===== src/design/wdcf_pkg.sv =====
// wdcf_pkg: shared constants, register codes and payload types of the
// windowed derivative crossing finder; no dependencies
`default_nettype none

package wdcf_pkg;

    // fixed widths of the payload and register fields
    localparam int SAMPLE_BITS = 16;
    localparam int SUM_BITS    = 22;
    localparam int WIN_W       = 5;
    localparam int THR_W       = 20;
    localparam int TPS_W       = 8;
    localparam int CFG_W       = 20;
    localparam int CFG_IDX_W   = 2;
    localparam int IDX_W       = 10;
    localparam int TS_W        = 18;

    // defaults for the top level parameters
    localparam int WDCF_MAX_WINDOW    = 16;
    localparam int WDCF_FRAME_SAMPLES = 1024;

    // queue depths
    localparam int IN_DEPTH  = 4;
    localparam int OUT_DEPTH = 16;

    // register indexes
    localparam logic [CFG_IDX_W-1:0] REG_WINDOW    = 2'd0;
    localparam logic [CFG_IDX_W-1:0] REG_THRESHOLD = 2'd1;
    localparam logic [CFG_IDX_W-1:0] REG_TIME      = 2'd2;

    // register reset values
    localparam logic [WIN_W-1:0] WINDOW_RST    = 5'd1;
    localparam logic [THR_W-1:0] THRESHOLD_RST = 20'd100;
    localparam logic [TPS_W-1:0] TPS_RST       = 8'd8;

    typedef enum logic [1:0] {
        KIND_UP,
        KIND_DOWN,
        KIND_DOUBLE_UP,
        KIND_DOUBLE_DOWN
    } kind_t;

    typedef struct packed {
        logic signed [SAMPLE_BITS-1:0] sample;
        logic                          frame_end;
    } sample_item_t;

    typedef struct packed {
        kind_t             crossing_kind;
        logic [IDX_W-1:0]  sample_index;
        logic [TS_W-1:0]   time_stamp;
        logic              last_result;
    } result_item_t;

    typedef struct packed {
        logic [WIN_W-1:0] window;
        logic [THR_W-1:0] threshold;
        logic [TPS_W-1:0] time_per_sample;
    } cfg_t;

endpackage

`default_nettype wire


===== src/design/wdcf_front.sv =====
// wdcf_front: configuration registers, frame position tracking and tagging
// of each accepted sample; uses wdcf_pkg
`default_nettype none

module wdcf_front #(
    parameter int MAX_WINDOW    = wdcf_pkg::WDCF_MAX_WINDOW,
    parameter int FRAME_SAMPLES = wdcf_pkg::WDCF_FRAME_SAMPLES,
    localparam int CNT_W   = $clog2(FRAME_SAMPLES),
    localparam int ENTRY_W = wdcf_pkg::SAMPLE_BITS + CNT_W + wdcf_pkg::WIN_W + 1
) (
    input  logic                               clk,
    input  logic                               rst_n,
    input  logic                               push,
    output logic                               full,
    input  wdcf_pkg::sample_item_t             sample_item,
    input  logic                               cfg_write,
    input  logic [wdcf_pkg::CFG_IDX_W-1:0]     cfg_index,
    input  logic [wdcf_pkg::CFG_W-1:0]         cfg_data,
    output wdcf_pkg::cfg_t                     cfg,
    output logic                               q_push,
    output logic [ENTRY_W-1:0]                 q_data,
    input  logic                               q_full
);

    import wdcf_pkg::*;

    cfg_t             cfg_reg;
    logic [CNT_W-1:0] count_reg, count_next;
    logic [WIN_W-1:0] frame_win_reg, frame_win_next;
    logic [WIN_W-1:0] win_clamped;
    logic             is_end;
    logic             accept;

    assign cfg    = cfg_reg;
    assign full   = q_full;
    assign accept = push && !q_full;
    assign q_push = accept;

    // register writes
    always_ff @(posedge clk or negedge rst_n)
    begin
        if (!rst_n)
        begin
            cfg_reg.window          <= WINDOW_RST;
            cfg_reg.threshold       <= THRESHOLD_RST;
            cfg_reg.time_per_sample <= TPS_RST;
        end
        else if (cfg_write)
        begin
            unique case (cfg_index)
                REG_WINDOW:    cfg_reg.window          <= cfg_data[WIN_W-1:0];
                REG_THRESHOLD: cfg_reg.threshold       <= cfg_data[THR_W-1:0];
                REG_TIME:      cfg_reg.time_per_sample <= cfg_data[TPS_W-1:0];
                default:       ;
            endcase
        end
    end

    // window clamp, latched at the first sample of a frame
    always_comb
    begin
        if (cfg_reg.window == '0)
        begin
            win_clamped = WIN_W'(1);
        end
        else if (int'(cfg_reg.window) > MAX_WINDOW)
        begin
            win_clamped = WIN_W'(MAX_WINDOW);
        end
        else
        begin
            win_clamped = cfg_reg.window;
        end
        frame_win_next = (count_reg == '0) ? win_clamped : frame_win_reg;
        // explicit end or overlong frame
        is_end     = sample_item.frame_end || (count_reg == CNT_W'(FRAME_SAMPLES - 1));
        count_next = is_end ? '0 : count_reg + CNT_W'(1);
    end

    // tagged sample into the job queue
    assign q_data = {sample_item.sample, count_reg, frame_win_next, is_end};

    always_ff @(posedge clk or negedge rst_n)
    begin
        if (!rst_n)
        begin
            count_reg     <= '0;
            frame_win_reg <= WINDOW_RST;
        end
        else if (accept)
        begin
            count_reg     <= count_next;
            frame_win_reg <= frame_win_next;
        end
    end

endmodule

`default_nettype wire


===== config.mk =====
export PLATFORM = sky130hd
export DESIGN_NAME = wdcf_front
export DESIGN_NICKNAME = d
export VERILOG_FILES = /design/src/design/wdcf_pkg.sv /design/src/design/wdcf_front.sv
export SDC_FILE = /design/constraint.sdc
export NUM_CORES = 1
export LEC_CHECK = 0
export BUFFER_PORTS_ARGS = -buffer_cell sky130_fd_sc_hd__buf_2
export CORE_MARGIN = 8
export CORE_UTILIZATION = 36
export DETAILED_ROUTE_END_ITERATION = 8
export HOLD_SLACK_MARGIN = 0.08
export PLACE_DENSITY = 0.65
export SKIP_CTS_REPAIR_TIMING = 1
export SYNTH_ARGS = -nofsm -noshare
export SYNTH_HDL_FRONTEND = slang
export SYNTH_SLANG_ARGS = --single-unit

===== constraint.sdc =====
create_clock -name clk -period 1.9 [get_ports clk]
set_input_delay 0.095 -clock clk [delete_from_list [all_inputs] [get_ports clk]]
set_output_delay 0.095 -clock clk [all_outputs]
set_load 0.01 [all_outputs]

==> run metrics <==
status completed; Worst R2R Path Depth 5; period utilization 96.9%; port bufs 78; Vias/cell 4.89; Die Y 95.2 µm; All-Layer GR Usage 11.4%; max reg flops 33; Achievable Freq 543 MHz; Least-Margin Pin Slew 571 ps; element type at the critical path end output pin; slowest CP cell dfrtp_2; TritonCTS buffer count 5; Peak VDD IR 481 µV; Worst-path clk slew 90 ps; placed cell count 314; Iteration-0 DRC Markers 47; WP data required 1800 ps; maxcap violations 0; DR WL/cell 16.1 µm; CP max stage delay 470 ps; CP cell instances nor4_4, nand4b_4, mux2_2, buf_2; num rows 29; Hold WC Path Type input pin to flip-flop; Area growth syn-to-layout 33.4%; nets 311; Register Area 1210 µm²; CTS tree built; Crit Path Max Fanout 6; gpl congestion 0.797; syn_nets 220; core area 6200 µm²; startpoint types flip-flop; clock buffer depth 2; Slew HR 62.0%; Syn Inst Count 174; drt drc 0; Hold Fails Final Rpt 0; I/O pin cnt 111; clk sinks 48; H-Tree Level Count 2; largest net degree at the start of global routing 27; clock root buffer clkbuf_8; drt pass-1 iters 4; Clock Skew 11.9 ps; GR Overflow Total 0; synth warn 0; total power 0.00290 W; Initial Util 36.4%; die area 9070 µm²; Multi-input gate area 913 µm²; Horiz. Die Dim 95.2 µm; synthesized flop and latch total 48; commonest non-fill, non-tap cell in the layout buf_2; Leak 1.44 nW; synth unique cells 35; fin area 3010 µm²; share of layout cells above drive strength 1 59.0%; Netlist Area Pre-Place 2260 µm²; crit path kind flip-flop to output pin; RSZ-0062 raised after global routing true; global-route wire length before repair 8210 µm; final core occ 48.6%; pwr/cell area 962 nW/µm²; hpwl dp 4040 µm; vias in the first global route 1660; Min-Delay Path Depth 2; Tmin final 1840 ps; antenna violations before repair 0; # diodes 0; clock latency on the worst-skew pair 300 ps; final setup fails 0; post-synthesis sequential area ratio 53.5%; syn_area_per_cell 13.0 µm²; Post-DRT Antenna Nets 0; Fillers 565; commonest non-fill, non-tap cells in the layout buf_2 (78), mux2_2 (43), dfrtp_1 (39); Via Count 1677; Area after DPL 2650 µm²; final hold slack 71.9 ps; WL final 5530 µm; fin. max-slew vios 0; Final Non-Filler Cells 343; Worst EP arrival 1750 ps
-- cell usage after synthesis --
cell       n  area, µm²
o41ai_1    1       8.76
o211ai_1   1       7.51
nand3_1    2       10.0
mux2_2    43        484
and3_4     1       11.3
nand4_1    1       6.26
or2b_2     1       8.76
a22o_1     1       8.76
nand2_1    7       26.3
nor2_1     6       22.5
nand3b_1   2       15.0
nor3b_1    1       7.51
nor2b_1    3       18.8
a22o_2     1       10.0
dfstp_2    6        158
a21oi_1    1       5.00
and2_2     1       7.51
nand2b_4   1       13.8
nor4_1     3       18.8
buf_6      1       11.3
a41o_4     1       21.3
nor3_1     6       30.0
buf_4     18        135
clkbuf_1   2       7.51
inv_1      4       15.0
and4_1     2       17.5
ha_1       2       25.0
nand4b_2   1       15.0
xnor2_1    3       26.3
o21ai_0    5       25.0
and4_2     1       10.0
or4_1      1       7.51
o22ai_1    1       6.26
or3_2      1       7.51
dfrtp_1   42       1050
-- final cells by class --
| class | count | share of cell area, % |
|---|---|---|
| Tap cell | 77 | 3.20 |
| Sequential cell | 48 | 40.2 |
| Multi-Input combinational cell | 101 | 30.3 |
| Clock inverter | 2 | 1.29 |
| Timing Repair Buffer | 105 | 21.8 |
| Inverter | 4 | 0.498 |
| Clock buffer | 6 | 2.74 |
-- logic make-up (layout without fill, tap and decap cells) --
| group | count (synthesis) | count (layout) | share of synthesized area [%] |
|---|---|---|---|
| adder cells (fa/ha/maj) | 2 | 2 | 1.11 |
| AO/OA/AOI/OAI | 12 | 12 | 4.10 |
| flip-flops | 48 | 48 | 53.5 |
| multiplexers | 43 | 43 | 21.4 |
| AND/OR/NAND/NOR | 41 | 41 | 11.2 |
| buffers and inverters | 25 | 117 | 7.47 |
| XOR/XNOR | 3 | 3 | 1.16 |
-- stage by stage --
step	setup TNS [ps]	worst slack, ps
after global placement	0	110
after detailed placement	0	77.2
after floorplan	0	104
final	0	59.5
after CTS	-492	-110
after global routing	-101	-40.3
-- report_power, final --
group	internal, W	total [W]	leakage (nW)	switching (W)
Sequential	0.00123	0.00136	0.574	0.000123
Clock	0.000431	0.000779	0.0614	0.000349
Combinational	0.000408	0.000763	0.805	0.000355
-- worst max-delay path: cells and delay by family (launching register included) --
| family | cells | cell delay, ps |
|---|---|---|
| simple gates | 2 | 510 |
| buf+inv | 1 | 140 |
| flops | 1 | 470 |
| mux | 1 | 330 |
-- routing by layer --
metal  vias up  share of wire (%)  track usage (%)  wire length [µm]
li1        786                  -                -                 -
met2        71                 47             18.2              2620
met5         -                  0                0                 0
met1       815                 41             13.0              2240
met3         5                 12             6.30               639
met4         0               0.56             2.86                31
-- final timing paths --
| path | start | to | slack (ps) |
|---|---|---|---|
| worst min register to register | cfg[27] | cfg[27] | 510 |
| worst max-delay path | count_reg[8] | q_data[5] | 60 |
| min in group asynchronous | rst_n | count_reg[5] | 320 |
| worst max register to register | count_reg[0] | count_reg[6] | 110 |
| worst min-delay path | cfg_data[4] | cfg[32] | 70 |
| max in group asynchronous | rst_n | cfg[3] | 970 |
No activity file was read; power rests on OpenSTA's default activity.
