[config.mk]
export PLATFORM = sky130hd
export DESIGN_NAME = wdcf_fifo
export DESIGN_NICKNAME = d
export VERILOG_FILES = /design/src/design/wdcf_pkg.sv /design/src/design/wdcf_fifo.sv
export SDC_FILE = /design/constraint.sdc
export NUM_CORES = 1
export LEC_CHECK = 0
export BUFFER_PORTS_ARGS = -buffer_cell sky130_fd_sc_hd__buf_2
export CORE_MARGIN = 4
export CORE_UTILIZATION = 61
export DETAILED_ROUTE_END_ITERATION = 8
export PLACE_DENSITY = 0.83
export SLEW_MARGIN = 40
export SYNTH_ARGS = -nofsm -noshare
export SYNTH_HDL_FRONTEND = slang
export SYNTH_SLANG_ARGS = --single-unit
[constraint.sdc]
create_clock -name clk -period 4.6 [get_ports clk]
set_input_delay 0.92 -clock clk [delete_from_list [all_inputs] [get_ports clk]]
set_output_delay 0.92 -clock clk [all_outputs]
set_load 0.02 [all_outputs]
[src/design/wdcf_pkg.sv]
// wdcf_pkg: shared constants, register codes and payload types of the
// windowed derivative crossing finder; no dependencies
`default_nettype none

package wdcf_pkg;

    // fixed widths of the payload and register fields
    localparam int SAMPLE_BITS = 16;
    localparam int SUM_BITS    = 22;
    localparam int WIN_W       = 5;
    localparam int THR_W       = 20;
    localparam int TPS_W       = 8;
    localparam int CFG_W       = 20;
    localparam int CFG_IDX_W   = 2;
    localparam int IDX_W       = 10;
    localparam int TS_W        = 18;

    // defaults for the top level parameters
    localparam int WDCF_MAX_WINDOW    = 16;
    localparam int WDCF_FRAME_SAMPLES = 1024;

    // queue depths
    localparam int IN_DEPTH  = 4;
    localparam int OUT_DEPTH = 16;

    // register indexes
    localparam logic [CFG_IDX_W-1:0] REG_WINDOW    = 2'd0;
    localparam logic [CFG_IDX_W-1:0] REG_THRESHOLD = 2'd1;
    localparam logic [CFG_IDX_W-1:0] REG_TIME      = 2'd2;

    // register reset values
    localparam logic [WIN_W-1:0] WINDOW_RST    = 5'd1;
    localparam logic [THR_W-1:0] THRESHOLD_RST = 20'd100;
    localparam logic [TPS_W-1:0] TPS_RST       = 8'd8;

    typedef enum logic [1:0] {
        KIND_UP,
        KIND_DOWN,
        KIND_DOUBLE_UP,
        KIND_DOUBLE_DOWN
    } kind_t;

    typedef struct packed {
        logic signed [SAMPLE_BITS-1:0] sample;
        logic                          frame_end;
    } sample_item_t;

    typedef struct packed {
        kind_t             crossing_kind;
        logic [IDX_W-1:0]  sample_index;
        logic [TS_W-1:0]   time_stamp;
        logic              last_result;
    } result_item_t;

    typedef struct packed {
        logic [WIN_W-1:0] window;
        logic [THR_W-1:0] threshold;
        logic [TPS_W-1:0] time_per_sample;
    } cfg_t;

endpackage

`default_nettype wire

[src/design/wdcf_fifo.sv]
// wdcf_fifo: small register queue with head data shown combinationally
// no package dependency beyond default widths from wdcf_pkg
`default_nettype none

module wdcf_fifo #(
    parameter int WIDTH = $bits(wdcf_pkg::result_item_t),
    parameter int DEPTH = wdcf_pkg::OUT_DEPTH,
    localparam int PTR_W = (DEPTH > 1) ? $clog2(DEPTH) : 1,
    localparam int CNT_W = $clog2(DEPTH + 1)
) (
    input  logic             clk,
    input  logic             rst_n,
    input  logic             push,
    input  logic [WIDTH-1:0] push_data,
    input  logic             pop,
    output logic [WIDTH-1:0] pop_data,
    output logic             full,
    output logic             empty,
    output logic [CNT_W-1:0] count
);

    logic [WIDTH-1:0] data_reg [DEPTH];
    logic [PTR_W-1:0] wr_ptr_reg, wr_ptr_next;
    logic [PTR_W-1:0] rd_ptr_reg, rd_ptr_next;
    logic [CNT_W-1:0] count_reg, count_next;
    logic             do_push;
    logic             do_pop;

    // status
    assign full     = (count_reg == CNT_W'(DEPTH));
    assign empty    = (count_reg == '0);
    assign count    = count_reg;
    assign pop_data = data_reg[rd_ptr_reg];
    assign do_push  = push && !full;
    assign do_pop   = pop && !empty;

    // pointer and count update
    always_comb
    begin
        wr_ptr_next = wr_ptr_reg;
        rd_ptr_next = rd_ptr_reg;
        count_next  = count_reg;
        if (do_push)
        begin
            wr_ptr_next = (wr_ptr_reg == PTR_W'(DEPTH - 1)) ? '0 : wr_ptr_reg + PTR_W'(1);
        end
        if (do_pop)
        begin
            rd_ptr_next = (rd_ptr_reg == PTR_W'(DEPTH - 1)) ? '0 : rd_ptr_reg + PTR_W'(1);
        end
        if (do_push && !do_pop)
        begin
            count_next = count_reg + CNT_W'(1);
        end
        else if (do_pop && !do_push)
        begin
            count_next = count_reg - CNT_W'(1);
        end
    end

    always_ff @(posedge clk or negedge rst_n)
    begin
        if (!rst_n)
        begin
            wr_ptr_reg <= '0;
            rd_ptr_reg <= '0;
            count_reg  <= '0;
        end
        else
        begin
            wr_ptr_reg <= wr_ptr_next;
            rd_ptr_reg <= rd_ptr_next;
            count_reg  <= count_next;
        end
    end

    // storage
    always_ff @(posedge clk)
    begin
        if (do_push)
        begin
            data_reg[wr_ptr_reg] <= push_data;
        end
    end

endmodule

`default_nettype wire

==> impl_metrics.tcl <==
set metrics [dict create \
    worstPathRequired_ps 3680 \
    portBuffers 72 \
    postSynth.topFlopCell "sky130_fd_sc_hd__edfxtp_1" \
    tritoncts "yes" \
    cts.sinks 509 \
    criticalPathCategory "reg -> out" \
    fin_crit_ps 3920 \
    fraction_of_final_layout_cells_with_drive_strength_greater_than_1_pct 31.5 \
    design.core.area_sq_um 31500 \
    post_cts_hold_buffer_count 0 \
    seq_area_frac_synth_pct 78.5 \
    globalRouteTotalUtil_pct 25.3 \
    grt_start_max_net_pins 49 \
    synth.yosys.warnings 0 \
    number_of_distinct_library_cells_after_synthesis 40 \
    layout_setup_ws_ps 685 \
    wire_per_inst_um 30.8 \
    unrepaired_setup_endpoints_after_global_routing "no" \
    crit_path_cell_trace "buf_4 > mux4_2 > o22ai_1 > nor2_1 > buf_2" \
    synth_async_sr_flop_share_pct 2.55 \
    count_of_boundary_i_o_pins 73 \
    htree_levels 2 \
    clk_transition_reported_paths_ps 60 \
    chipHeight_um 186 \
    max_slew.worst_pin.slew_ps 852 \
    arrival_ps 3000 \
    synth-edff-count 496 \
    rows 65 \
    setup_viol 0 \
    vias_in_the_first_global_route 10000 \
    synthCells 864 \
    overflow 0 \
    detailedRoute.firstIterationViolations 1335 \
    synthesis.area_sq_um 19400 \
    finish.net_count 1023 \
    clock_latency_on_the_worst_skew_pair_ps 560 \
    critical-path-slowest-cell "sky130_fd_sc_hd__dfrtp_2" \
    final_antenna_net_count 0 \
    timing.clock.skew_ps 22.9 \
    die_width_um 186 \
    timing.slew.headroom_pct 43.0 \
    drtPass1Iterations 5 \
    ir_worst_vdd_uv 454 \
    finalWeightedCongestion 0.747 \
    critical_path.endpoint_type "output pin" \
    timing.final.max_slew_violations 0 \
    power.density_cell_area_nw_per_um2 626 \
    ctsRootBufferMaster "sky130_fd_sc_hd__clkbuf_16" \
    post-place-ws_ps 1290 \
    cp_slowest_stage_delay_ps 730 \
    dp_hpwl_mm 22.4 \
    ctsLongestPathBuffers 3 \
    remaining_drc_errors 0 \
    avgViaCountPerCell 6.73 \
    grt_pass1_wl_mm 65.5 \
    syn_nets 910 \
    die_area_sq_um 34700 \
    run_status "completed" \
    initial_utilization_pct 61.6 \
    maximum_fanout_encountered_on_the_critical_timing_path 48 \
    setup.worst_path.start_class "flip-flop" \
    syn_area_per_cell_sq_um 22.4 \
    area.growth.synth_to_final_pct 13.8 \
    hold_path_class "in -> async" \
    setup_tns_after_final_layout_ps 0 \
    cts_inserted_buffers 48 \
    maxCapViolCount 0 \
    postCtsSetupRepairBufs 0 \
    timing.fmax_mhz 255 \
    hold_ws_ps 274 \
    post-route-period-util_pct 85.1 \
    largest_reg_flops 496 \
    cts-resized-gates 0 \
    drt_wl_total_mm 43.7 \
    total_power_w 0.0138 \
    timing.final.hold_violations 0 \
    via_count 9553 \
    leakage_nw 7.09 \
    synth.ff_latch_count 509 \
    number_of_antenna_violations_at_the_first_check_in_global_routing 1 \
]
per-stage QoR:
stage / instances / cell area (sq um) / util (%)
floorplan: 864 / 19400 / -
global placement: 1323 / 20400 / 64.8
detailed placement: 1324 / 20400 / 64.9
CTS: 1412 / 21900 / 69.7
global route: 1417 / 22100 / 70.1
finish: 1419 / 22100 / 70.1
cells by family (layout without fill, tap and decap cells):
| group | count (synthesis) | count (layout) | synth area share, % |
|---|---|---|---|
| muxes | 125 | 125 | 14.5 |
| buffers and inverters | 53 | 204 | 1.56 |
| DFF | 509 | 509 | 78.5 |
| other | 0 | 2 | 0 |
| and+or+nand+nor | 79 | 79 | 1.77 |
| xor gates and xnor gates | 5 | 5 | 0.226 |
| adders and majority gates | 11 | 11 | 0.748 |
| AOI/OAI and AO/OA | 82 | 82 | 2.76 |
synthesized netlist by cell type, types with 2 or more instances:
master / instances / area share, %
sky130_fd_sc_hd__o21ai_1: 3 / 0.077
sky130_fd_sc_hd__nand2_1: 12 / 0.23
sky130_fd_sc_hd__o21ai_0: 4 / 0.10
sky130_fd_sc_hd__nor3_1: 6 / 0.15
sky130_fd_sc_hd__o2111ai_1: 2 / 0.090
sky130_fd_sc_hd__nor2_1: 45 / 0.87
sky130_fd_sc_hd__buf_6: 3 / 0.17
sky130_fd_sc_hd__buf_2: 15 / 0.39
sky130_fd_sc_hd__clkbuf_1: 15 / 0.29
sky130_fd_sc_hd__edfxtp_1: 496 / 77
sky130_fd_sc_hd__nand2b_1: 4 / 0.13
sky130_fd_sc_hd__xor2_1: 2 / 0.090
sky130_fd_sc_hd__dfrtp_1: 13 / 1.7
sky130_fd_sc_hd__a21o_1: 2 / 0.077
sky130_fd_sc_hd__nand3_1: 5 / 0.13
sky130_fd_sc_hd__o22ai_1: 62 / 2.0
sky130_fd_sc_hd__inv_1: 7 / 0.14
sky130_fd_sc_hd__buf_1: 3 / 0.058
sky130_fd_sc_hd__buf_4: 8 / 0.31
sky130_fd_sc_hd__mux4_2: 124 / 14
sky130_fd_sc_hd__or3_1: 2 / 0.065
sky130_fd_sc_hd__ha_1: 10 / 0.65
sky130_fd_sc_hd__buf_12: 2 / 0.21
sky130_fd_sc_hd__xnor2_1: 3 / 0.14
path summary, 6_finish.rpt:
| path | start | to | slack (ps) | cells past startpoint |
|---|---|---|---|---|
| setup / recovery | rd_ptr_reg[2] | pop_data[4] | 680 | 5 |
| max in group asynchronous | rst_n | rd_ptr_reg[0] | 4020 | 1 |
| hold reg to reg | count[3] | count[3] | 590 | 2 |
| hold / removal | rst_n | rd_ptr_reg[2] | 270 | 1 |
| min in group clk | count[3] | count[3] | 590 | 2 |
| setup reg to reg | count[1] | count[4] | 1620 | 9 |
power breakdown:
| part | switching [W] | internal, W |
|---|---|---|
| registers | 0.000396 | 0.00557 |
| clock network | 0.00164 | 0.00217 |
| logic | 0.00231 | 0.00173 |
layer usage:
metal / track usage [%] / up-vias / share of wire [%]
met4: 7.48 / 2 / 2.9
met1: 35.2 / 5004 / 37
met3: 3.72 / 90 / 8.1
li1: - / 3890 / -
met5: 0 / - / 0.016
met2: 43.0 / 567 / 51
cell usage in the layout, fill, tap and decap left out, types with 3 or more instances in the layout:
cell type and instances:
sky130_fd_sc_hd__buf_12 5, sky130_fd_sc_hd__buf_16 4, sky130_fd_sc_hd__buf_2 72, sky130_fd_sc_hd__buf_4 26, sky130_fd_sc_hd__bufinv_16 3, sky130_fd_sc_hd__clkbuf_1 12
sky130_fd_sc_hd__clkbuf_16 49, sky130_fd_sc_hd__clkinv_1 12, sky130_fd_sc_hd__clkinv_2 8, sky130_fd_sc_hd__dfrtp_1 10, sky130_fd_sc_hd__edfxtp_1 496, sky130_fd_sc_hd__ha_1 10
sky130_fd_sc_hd__inv_1 7, sky130_fd_sc_hd__mux4_2 124, sky130_fd_sc_hd__nand2_1 12, sky130_fd_sc_hd__nand3_1 5, sky130_fd_sc_hd__nor2_1 33, sky130_fd_sc_hd__nor2_4 12
sky130_fd_sc_hd__nor3_2 4, sky130_fd_sc_hd__o21ai_0 4, sky130_fd_sc_hd__o21ai_1 3, sky130_fd_sc_hd__o22ai_1 62, sky130_fd_sc_hd__xnor2_1 3
cell type report:
| cell class | count | area, sq um |
|---|---|---|
| Clock buffer | 63 | 1300 |
| Sequential cell | 509 | 15200 |
| Timing Repair Buffer | 109 | 796 |
| Multi-Input combinational cell | 302 | 3990 |
| Fill cell | 1741 | 9410 |
| Inverter | 7 | 26.3 |
| Antenna cell | 2 | 5.00 |
| Tap cell | 402 | 503 |
| Clock inverter | 25 | 215 |
critical path, delay by kind of cell (launching register included):
kind | cells | cell delay, ps
buffers and inverters | 2 | 900
flip-flops | 1 | 730
multiplexers | 1 | 430
AO/OA/AOI/OAI | 1 | 240
AND/OR/NAND/NOR | 1 | 130
Note: power is estimated with default switching activity, not from simulation.
