File: config.mk
export PLATFORM = sky130hd
export DESIGN_NAME = wdcf_back
export DESIGN_NICKNAME = d
export VERILOG_FILES = /design/src/design/wdcf_pkg.sv /design/src/design/wdcf_back.sv
export SDC_FILE = /design/constraint.sdc
export NUM_CORES = 2
export LEC_CHECK = 0
export BUFFER_PORTS_ARGS = -buffer_cell sky130_fd_sc_hd__buf_4
export CAP_MARGIN = 20
export CORE_MARGIN = 2
export CORE_UTILIZATION = 60
export CTS_BUF_LIST = sky130_fd_sc_hd__clkbuf_4 sky130_fd_sc_hd__clkbuf_8
export DETAILED_ROUTE_END_ITERATION = 8
export PLACE_DENSITY = 0.76
export REMOVE_ABC_BUFFERS = 1
export SLEW_MARGIN = 20
export SYNTH_ARGS = -nofsm -noshare
export SYNTH_HDL_FRONTEND = slang
export SYNTH_SLANG_ARGS = --single-unit
File: constraint.sdc
create_clock -name clk -period 31.3 [get_ports clk]
set_input_delay 1.565 -clock clk [delete_from_list [all_inputs] [get_ports clk]]
set_output_delay 1.565 -clock clk [all_outputs]
set_load 0.03 [all_outputs]
File: src/design/wdcf_pkg.sv
// wdcf_pkg: shared constants, register codes and payload types of the
// windowed derivative crossing finder; no dependencies
`default_nettype none

package wdcf_pkg;

    // fixed widths of the payload and register fields
    localparam int SAMPLE_BITS = 16;
    localparam int SUM_BITS    = 22;
    localparam int WIN_W       = 5;
    localparam int THR_W       = 20;
    localparam int TPS_W       = 8;
    localparam int CFG_W       = 20;
    localparam int CFG_IDX_W   = 2;
    localparam int IDX_W       = 10;
    localparam int TS_W        = 18;

    // defaults for the top level parameters
    localparam int WDCF_MAX_WINDOW    = 16;
    localparam int WDCF_FRAME_SAMPLES = 1024;

    // queue depths
    localparam int IN_DEPTH  = 4;
    localparam int OUT_DEPTH = 16;

    // register indexes
    localparam logic [CFG_IDX_W-1:0] REG_WINDOW    = 2'd0;
    localparam logic [CFG_IDX_W-1:0] REG_THRESHOLD = 2'd1;
    localparam logic [CFG_IDX_W-1:0] REG_TIME      = 2'd2;

    // register reset values
    localparam logic [WIN_W-1:0] WINDOW_RST    = 5'd1;
    localparam logic [THR_W-1:0] THRESHOLD_RST = 20'd100;
    localparam logic [TPS_W-1:0] TPS_RST       = 8'd8;

    typedef enum logic [1:0] {
        KIND_UP,
        KIND_DOWN,
        KIND_DOUBLE_UP,
        KIND_DOUBLE_DOWN
    } kind_t;

    typedef struct packed {
        logic signed [SAMPLE_BITS-1:0] sample;
        logic                          frame_end;
    } sample_item_t;

    typedef struct packed {
        kind_t             crossing_kind;
        logic [IDX_W-1:0]  sample_index;
        logic [TS_W-1:0]   time_stamp;
        logic              last_result;
    } result_item_t;

    typedef struct packed {
        logic [WIN_W-1:0] window;
        logic [THR_W-1:0] threshold;
        logic [TPS_W-1:0] time_per_sample;
    } cfg_t;

endpackage

`default_nettype wire

File: src/design/wdcf_back.sv
// wdcf_back: sample delay line, derivative job sequencer, pipelined adder
// tree, threshold compare and result grouping; uses wdcf_pkg
`default_nettype none

module wdcf_back #(
    parameter int MAX_WINDOW    = wdcf_pkg::WDCF_MAX_WINDOW,
    parameter int FRAME_SAMPLES = wdcf_pkg::WDCF_FRAME_SAMPLES,
    localparam int CNT_W   = $clog2(FRAME_SAMPLES),
    localparam int ENTRY_W = wdcf_pkg::SAMPLE_BITS + CNT_W + wdcf_pkg::WIN_W + 1,
    localparam int OCNT_W  = $clog2(wdcf_pkg::OUT_DEPTH + 1)
) (
    input  logic                    clk,
    input  logic                    rst_n,
    input  wdcf_pkg::cfg_t          cfg,
    input  logic                    q_empty,
    input  logic [ENTRY_W-1:0]      q_data,
    output logic                    q_pop,
    input  logic [OCNT_W-1:0]       o_count,
    output logic                    o_push,
    output wdcf_pkg::result_item_t  o_data
);

    import wdcf_pkg::*;

    localparam int LINE_DEPTH = 2 * MAX_WINDOW + 1;
    localparam int LVL        = $clog2(LINE_DEPTH);
    localparam int TREE_N     = 1 << LVL;
    localparam int ACC_W      = (SAMPLE_BITS + 1 + LVL > SUM_BITS + 1) ?
                                SAMPLE_BITS + 1 + LVL : SUM_BITS + 1;
    localparam int EXT_W      = ((CNT_W > WIN_W) ? CNT_W : WIN_W) + 1;
    localparam int IDX_EXT    = (CNT_W > IDX_W) ? CNT_W : IDX_W;
    localparam int INF_W      = $clog2(LVL + 2);
    localparam int CR_W       = $clog2(OUT_DEPTH + LVL + 3);
    localparam logic signed [ACC_W-1:0] SAT_HI = ACC_W'((1 << (SUM_BITS - 1)) - 1);
    localparam logic signed [ACC_W-1:0] SAT_LO = -SAT_HI - ACC_W'(1);

    typedef struct packed {
        logic             valid;
        logic             group_last;
        logic             first;
        logic [CNT_W-1:0] idx;
    } meta_t;

    // delay line, newest sample at tap 0
    logic signed [SAMPLE_BITS-1:0] line_reg [LINE_DEPTH];
    logic signed [SAMPLE_BITS-1:0] shift_line [LINE_DEPTH];

    // flush sequencer
    logic             flush_reg, flush_next;
    logic [CNT_W-1:0] i_reg, i_next;
    logic [CNT_W-1:0] s_reg, s_next;
    logic [WIN_W-1:0] m_reg, m_next;

    // queue entry fields
    logic signed [SAMPLE_BITS-1:0] e_sample;
    logic [CNT_W-1:0]              e_s;
    logic [WIN_W-1:0]              e_m;
    logic                          e_end;
    logic [EXT_W-1:0]              s_x;
    logic [EXT_W-1:0]              m_x;
    logic [EXT_W-1:0]              first_x;

    // job of this cycle
    logic             credit;
    logic             pop;
    logic             issue;
    logic [CNT_W-1:0] job_i;
    logic [CNT_W-1:0] job_s;
    logic [WIN_W-1:0] job_m;
    logic             job_last;
    logic [EXT_W-1:0] i_x;
    logic [EXT_W-1:0] age_x;
    logic [WIN_W-1:0] age;
    logic [WIN_W-1:0] span;
    logic [WIN_W:0]   lo;
    logic [WIN_W:0]   hi;
    logic [CR_W-1:0]  room_used;

    // adder tree, heap order, leaves at TREE_N and up
    logic signed [ACC_W-1:0] leaf_term [TREE_N];
    logic signed [ACC_W-1:0] node_reg [1:2*TREE_N-1];
    meta_t                   meta_reg [LVL+1];
    logic [INF_W-1:0]        inflight_reg, inflight_next;

    // compare stage
    meta_t                     ev;
    logic signed [ACC_W-1:0]   root;
    logic signed [SUM_BITS-1:0] v;
    logic signed [SUM_BITS-1:0] prev_reg;
    logic signed [SUM_BITS:0]  v_w;
    logic signed [SUM_BITS:0]  p_w;
    logic signed [SUM_BITS:0]  tpos;
    logic signed [SUM_BITS:0]  tneg;
    kind_t                     kind;
    logic                      crossed;
    logic [IDX_EXT-1:0]        idx_ext;
    logic [IDX_W-1:0]          idx10;
    logic [TS_W-1:0]           ts;
    result_item_t              new_res;

    // result grouping, one held result per input item
    logic         pend_valid_reg, pend_valid_next;
    logic         pend_done_reg, pend_done_next;
    result_item_t pend_item_reg, pend_item_next;

    // unpack queue entry
    assign e_sample = q_data[ENTRY_W-1 -: SAMPLE_BITS];
    assign e_s      = q_data[WIN_W+1 +: CNT_W];
    assign e_m      = q_data[1 +: WIN_W];
    assign e_end    = q_data[0];
    assign s_x      = EXT_W'(e_s);
    assign m_x      = EXT_W'(e_m);
    assign first_x  = (s_x > m_x) ? s_x - m_x : EXT_W'(1);

    // room in the result queue for every result still in flight
    assign room_used = CR_W'(o_count) + CR_W'(inflight_reg) + CR_W'(pend_valid_reg);
    assign credit    = room_used < CR_W'(OUT_DEPTH);
    assign q_pop     = pop;

    // job sequencer
    always_comb
    begin
        pop        = 1'b0;
        issue      = 1'b0;
        job_i      = i_reg;
        job_s      = s_reg;
        job_m      = m_reg;
        job_last   = (i_reg == s_reg);
        flush_next = flush_reg;
        i_next     = i_reg;
        s_next     = s_reg;
        m_next     = m_reg;
        if (credit)
        begin
            if (flush_reg)
            begin
                issue = 1'b1;
                if (job_last)
                begin
                    flush_next = 1'b0;
                end
                else
                begin
                    i_next = i_reg + CNT_W'(1);
                end
            end
            else if (!q_empty)
            begin
                pop   = 1'b1;
                job_s = e_s;
                job_m = e_m;
                if (!e_end)
                begin
                    // derivative m samples back is complete
                    issue    = s_x > m_x;
                    job_i    = CNT_W'(s_x - m_x);
                    job_last = 1'b1;
                end
                else
                begin
                    // frame end flushes the remaining derivatives
                    issue    = (e_s != '0);
                    job_i    = CNT_W'(first_x);
                    job_last = (CNT_W'(first_x) == e_s);
                    if (issue && !job_last)
                    begin
                        flush_next = 1'b1;
                        i_next     = CNT_W'(first_x) + CNT_W'(1);
                        s_next     = e_s;
                        m_next     = e_m;
                    end
                end
            end
        end
    end

    // window extent: age of the center sample, span min(m, i, s - i)
    always_comb
    begin
        i_x   = EXT_W'(job_i);
        age_x = EXT_W'(job_s) - i_x;
        age   = age_x[WIN_W-1:0];
        span  = job_m;
        if (i_x < EXT_W'(job_m))
        begin
            span = i_x[WIN_W-1:0];
        end
        if (age < span)
        begin
            span = age;
        end
        lo = {1'b0, age} - {1'b0, span};
        hi = {1'b0, age} + {1'b0, span};
    end

    // leaf terms: newer side added, older side subtracted
    always_comb
    begin
        shift_line[0] = e_sample;
        for (int j = 1; j < LINE_DEPTH; j++)
        begin
            shift_line[j] = line_reg[j-1];
        end
        for (int j = 0; j < TREE_N; j++)
        begin
            leaf_term[j] = '0;
        end
        for (int j = 0; j < LINE_DEPTH; j++)
        begin
            if (j >= int'(lo) && j < int'(age))
            begin
                leaf_term[j] = pop ? ACC_W'(shift_line[j]) : ACC_W'(line_reg[j]);
            end
            else if (j > int'(age) && j <= int'(hi))
            begin
                leaf_term[j] = pop ? -ACC_W'(shift_line[j]) : -ACC_W'(line_reg[j]);
            end
        end
    end

    // delay line shift on each popped sample
    always_ff @(posedge clk)
    begin
        if (pop)
        begin
            for (int j = 0; j < LINE_DEPTH; j++)
            begin
                line_reg[j] <= shift_line[j];
            end
        end
    end

    // adder tree levels
    always_ff @(posedge clk)
    begin
        for (int k = 0; k < TREE_N; k++)
        begin
            node_reg[TREE_N + k] <= leaf_term[k];
        end
        for (int k = 1; k < TREE_N; k++)
        begin
            node_reg[k] <= node_reg[2*k] + node_reg[2*k+1];
        end
    end

    assign inflight_next = inflight_reg + INF_W'(issue) - INF_W'(meta_reg[LVL].valid);

    // sequencer and job tags
    always_ff @(posedge clk or negedge rst_n)
    begin
        if (!rst_n)
        begin
            flush_reg    <= 1'b0;
            i_reg        <= '0;
            s_reg        <= '0;
            m_reg        <= '0;
            inflight_reg <= '0;
            for (int p = 0; p <= LVL; p++)
            begin
                meta_reg[p] <= '0;
            end
        end
        else
        begin
            flush_reg    <= flush_next;
            i_reg        <= i_next;
            s_reg        <= s_next;
            m_reg        <= m_next;
            inflight_reg <= inflight_next;
            meta_reg[0]  <= '{valid: issue, group_last: job_last,
                              first: (job_i == CNT_W'(1)), idx: job_i};
            for (int p = 1; p <= LVL; p++)
            begin
                meta_reg[p] <= meta_reg[p-1];
            end
        end
    end

    // saturate and classify against the previous derivative
    always_comb
    begin
        ev   = meta_reg[LVL];
        root = node_reg[1];
        if (root > SAT_HI)
        begin
            v = SAT_HI[SUM_BITS-1:0];
        end
        else if (root < SAT_LO)
        begin
            v = SAT_LO[SUM_BITS-1:0];
        end
        else
        begin
            v = root[SUM_BITS-1:0];
        end
        v_w  = (SUM_BITS + 1)'(v);
        p_w  = ev.first ? '0 : (SUM_BITS + 1)'(prev_reg);
        tpos = signed'({{(SUM_BITS + 1 - THR_W){1'b0}}, cfg.threshold});
        tneg = -tpos;

        kind    = KIND_UP;
        crossed = 1'b1;
        if (p_w > tpos && v_w < tneg)
        begin
            kind = KIND_DOUBLE_UP;
        end
        else if (p_w < tneg && v_w > tpos)
        begin
            kind = KIND_DOUBLE_DOWN;
        end
        else if ((v_w > tpos && p_w < tpos) || (v_w < tpos && p_w > tpos))
        begin
            // a fall below the positive level counts as up too
            kind = KIND_UP;
        end
        else if ((v_w < tneg && p_w > tneg) || (v_w > tneg && p_w < tneg))
        begin
            kind = KIND_DOWN;
        end
        else
        begin
            crossed = 1'b0;
        end

        idx_ext = IDX_EXT'(ev.idx);
        idx10   = idx_ext[IDX_W-1:0];
        ts      = TS_W'(idx10) * TS_W'(cfg.time_per_sample);
        new_res = '{crossing_kind: kind, sample_index: idx10,
                    time_stamp: ts, last_result: 1'b0};
    end

    // release a held result once the next crossing or the item end shows up
    always_comb
    begin
        o_push             = 1'b0;
        o_data             = pend_item_reg;
        o_data.last_result = pend_done_reg || !crossed;
        if (pend_valid_reg)
        begin
            if (pend_done_reg)
            begin
                o_push = 1'b1;
            end
            else if (ev.valid && (crossed || ev.group_last))
            begin
                o_push = 1'b1;
            end
        end
        pend_valid_next = pend_valid_reg;
        pend_done_next  = pend_done_reg;
        pend_item_next  = pend_item_reg;
        if (ev.valid && crossed)
        begin
            pend_valid_next = 1'b1;
            pend_done_next  = ev.group_last;
            pend_item_next  = new_res;
        end
        else if (o_push)
        begin
            pend_valid_next = 1'b0;
            pend_done_next  = 1'b0;
        end
    end

    always_ff @(posedge clk or negedge rst_n)
    begin
        if (!rst_n)
        begin
            pend_valid_reg <= 1'b0;
            pend_done_reg  <= 1'b0;
            prev_reg       <= '0;
        end
        else
        begin
            pend_valid_reg <= pend_valid_next;
            pend_done_reg  <= pend_done_next;
            if (ev.valid)
            begin
                prev_reg <= v;
            end
        end
    end

    always_ff @(posedge clk)
    begin
        pend_item_reg <= pend_item_next;
    end

endmodule

`default_nettype wire
==> results.md <==
- Number of synthesized flops with an enable pin: 558
- Mean area per synthesized cell: 10.1 um2
- Synth Warn #: 0
- Result of the run: complete, no violations
- Antenna violations before repair: 16
- Detail Route met3 WL: 19,900 um
- Number of max-cap violations: 0
- RSZ-0062 raised after global routing: no
- Worst slack after detailed placement: 18,600 ps
- Worst hold margin: 306 ps
- Post-Syn Instances: 11,600
- Proportion of synthesized chip area in sequential cells: 44.8%
- Critical path type: in -> reg
- Worst min-delay path class: reg -> reg
- PnR worst setup slack: 19,390 ps
- Input/output buffers: 100
- Worst stage delay on the critical path: 900 ps
- P&R area growth vs syn: 10.3%
- Die Outline Area: 198,000 um2
- H-tree level count: 5
- Number of register bits inferred by synthesis: 2,305
- Final net count: 12,900
- DRC Markers: 0
- Total routing usage reported by global routing: 29.4%
- Wirelength per Cell: 20.4 um
- DRT Pass-1 Iters: 8
- M1 WL: 129,000 um
- Top Family by Delay on Critical Path: compound AO/OA/AOI/OAI gates
- Type of origin of the critical path: input port
- Time the final worst path needs with I/O delays and setup: 11,910 ps
- Distinct cells, synth: 88
- Total of hold buffers inserted after clock tree synthesis: 0
- Setup TNS: 0 ps
- Count of cells resized by post-cts repair: 0
- Maximum number of pins on one net before global-route repair: 146
- Fraction of final layout cells sized beyond drive strength 1: 8.09%
- Vertical die dimension: 446 um
- Area inside the core boundary: 194,000 um2
- Latest clock arrival within the worst-skew pair: 1130 ps
- Placement Rows: 162
- Final Slew Violations: 0
- Routed via count divided by cell count: 6.00
- Die Wd: 446 um
- Via count of the first global-routing pass: 86,000
- Worst clock skew: 81.9 ps
- Commonest cells after routing, fill and taps aside: sky130_fd_sc_hd__dfxtp_1 (1,603), sky130_fd_sc_hd__nor2_1 (959), sky130_fd_sc_hd__ha_1 (893), sky130_fd_sc_hd__xnor2_1 (763), sky130_fd_sc_hd__mux2i_1 (754)
- Largest register FFs: 1,603
- First-pass GRT wire length: 466,000 um
- Critical Path Fanout Max: 54
- Detailed-route wire length: 299,000 um
- Clock tree sinks: 2,305
- Highest metal layer with signal wires: met5
- Netlist area before placement: 117,000 um2
- Most common cell after layout, fill and taps aside: sky130_fd_sc_hd__dfxtp_1
- Root Buffer Master: sky130_fd_sc_hd__clkbuf_8
- Bufs on Longest Clock Path: 4
- Vias after detailed routing: 88,100
- Final RePlAce weighted congestion: 0.930
- CTS Buf Count: 389
- Met2 wirelength from detailed routing: 139,000 um
- Critical path endpoint category: flop
- I/O pin total: 106
- Worst max-slew margin expressed relative to the limit: 25.5%
- Tcrit/Tclk final: 38.1%
- Total of endpoints with negative setup slack in the final report: 0
- Critical path buffers and inverters: 7
- Fmax: 83.9 MHz
- Async set-reset flop share out of synthesis: 6.25%
- First-iteration detailed-routing DRC count: 7,450
- Clock transition time at the flip-flop clock pins of the worst setup and hold paths: 60 ps
- Required time at the worst-slack endpoint: 32,250 ps
- Actual transition at the worst max-transition pin: 1110 ps
- DPL Wire Length: 223,000 um
- Post-synth top flop: sky130_fd_sc_hd__dfxtp_1
- Library cell contributing the largest single delay on the critical path: sky130_fd_sc_hd__mux2i_4
- Antenna violation net count after detailed routing: 0
- Clock tree from TritonCTS: yes
- Global-route congestion overflow total: 0
- Number of hold-slack violations in the final timing report: 0
- Arrival time worst endpoint: 12,870 ps
- Initial standard-cell utilization of the core: 60.2%
- Post-CTS Setup Repair Bufs: 0
==> metal layers <==
layer  vias up  global-route usage, %
met5         -                      0
li1      42400                      -
met1     42100                   38.8
met2      2970                   48.1
met4         8                   12.0
met3       586                   4.67
==> worst paths after layout <==
check / end / start / slack, ps / cells after the start
min in group asynchronous: s_reg[9] / rst_n / 550 / 1
worst max register to register: node_reg[1][493] / inflight_reg[1] / 19550 / 30
max in group asynchronous: prev_reg[15] / rst_n / 29470 / 2
worst min register to register: ev[12] / meta_reg[25] / 310 / 0
worst max-delay path: node_reg[1][493] / o_count[1] / 19390 / 31
worst min-delay path: ev[12] / meta_reg[25] / 310 / 0
==> synthesized netlist by cell type, types with 85 or more instances <==
cell type / instances / area (um2)
sky130_fd_sc_hd__nand4_1: 106 / 663
sky130_fd_sc_hd__fa_1: 85 / 1700
sky130_fd_sc_hd__and2_1: 133 / 832
sky130_fd_sc_hd__xnor2_1: 764 / 6690
sky130_fd_sc_hd__nand2_1: 656 / 2460
sky130_fd_sc_hd__dfrtp_1: 144 / 3600
sky130_fd_sc_hd__nor3_1: 400 / 2000
sky130_fd_sc_hd__nor2b_1: 176 / 1100
sky130_fd_sc_hd__inv_1: 422 / 1580
sky130_fd_sc_hd__o22ai_1: 489 / 3060
sky130_fd_sc_hd__mux2i_1: 757 / 7580
sky130_fd_sc_hd__ha_1: 893 / 11200
sky130_fd_sc_hd__o21bai_1: 92 / 691
sky130_fd_sc_hd__a21o_1: 176 / 1320
sky130_fd_sc_hd__xor2_1: 408 / 3570
sky130_fd_sc_hd__edfxtp_1: 558 / 16800
sky130_fd_sc_hd__nor2_1: 959 / 3600
sky130_fd_sc_hd__nor4_1: 112 / 701
sky130_fd_sc_hd__dfxtp_1: 1603 / 32100
sky130_fd_sc_hd__or3_1: 128 / 801
sky130_fd_sc_hd__nand2b_1: 109 / 682
sky130_fd_sc_hd__o21ai_0: 448 / 2240
sky130_fd_sc_hd__nand3_1: 238 / 1190
sky130_fd_sc_hd__clkbuf_1: 273 / 1020
sky130_fd_sc_hd__a21oi_1: 623 / 3120
==> metrics by stage <==
step,area (um2),std cells,utilization (%)
2_1_floorplan,116000,11200,-
3_3_place_gp,120000,14000,61.9
3_5_place_dp,120000,14000,61.9
4_1_cts,129000,14700,66.3
5_1_grt,129000,14700,66.4
6_report,129000,14700,66.4
==> worst reg2reg max path: cells and delay by family, from the launching register on <==
family | cells | cell delay [ps]
adder cells (fa/ha/maj) | 5 | 1830
multiplexers | 2 | 1160
AND/OR/NAND/NOR | 8 | 1360
AO/OA/AOI/OAI | 7 | 2910
flip-flops | 1 | 420
XOR/XNOR | 2 | 1660
buffers and inverters | 6 | 2300
==> kinds of logic (layout without fill, tap and decap cells) <==
| family | after synthesis | after routing | synth area share (%) |
|---|---|---|---|
| flip-flops | 2305 | 2305 | 44.8 |
| buffers and inverters | 763 | 1306 | 2.49 |
| multiplexers | 805 | 805 | 6.94 |
| adder cells (fa/ha/maj) | 993 | 993 | 11.1 |
| AND/OR/NAND/NOR | 3185 | 3185 | 13.0 |
| other | 0 | 8 | 0 |
| AO/OA/AOI/OAI | 2357 | 2357 | 12.8 |
| XOR/XNOR | 1173 | 1173 | 8.79 |
==> cell type report <==
type                            instances  area, um2
Clock inverter                         83        948
Clock buffer                          617       7670
Fill cell                           14900      65400
Multi-Input combinational cell       8513      61700
Sequential cell                      2305      52500
Antenna cell                            8       20.0
Inverter                              425       1600
Timing Repair Buffer                  181       1390
Tap cell                             2542       3180
Power is not shown: default switching activity piles up to over one toggle a cycle in this logic, so the estimate is an artifact.
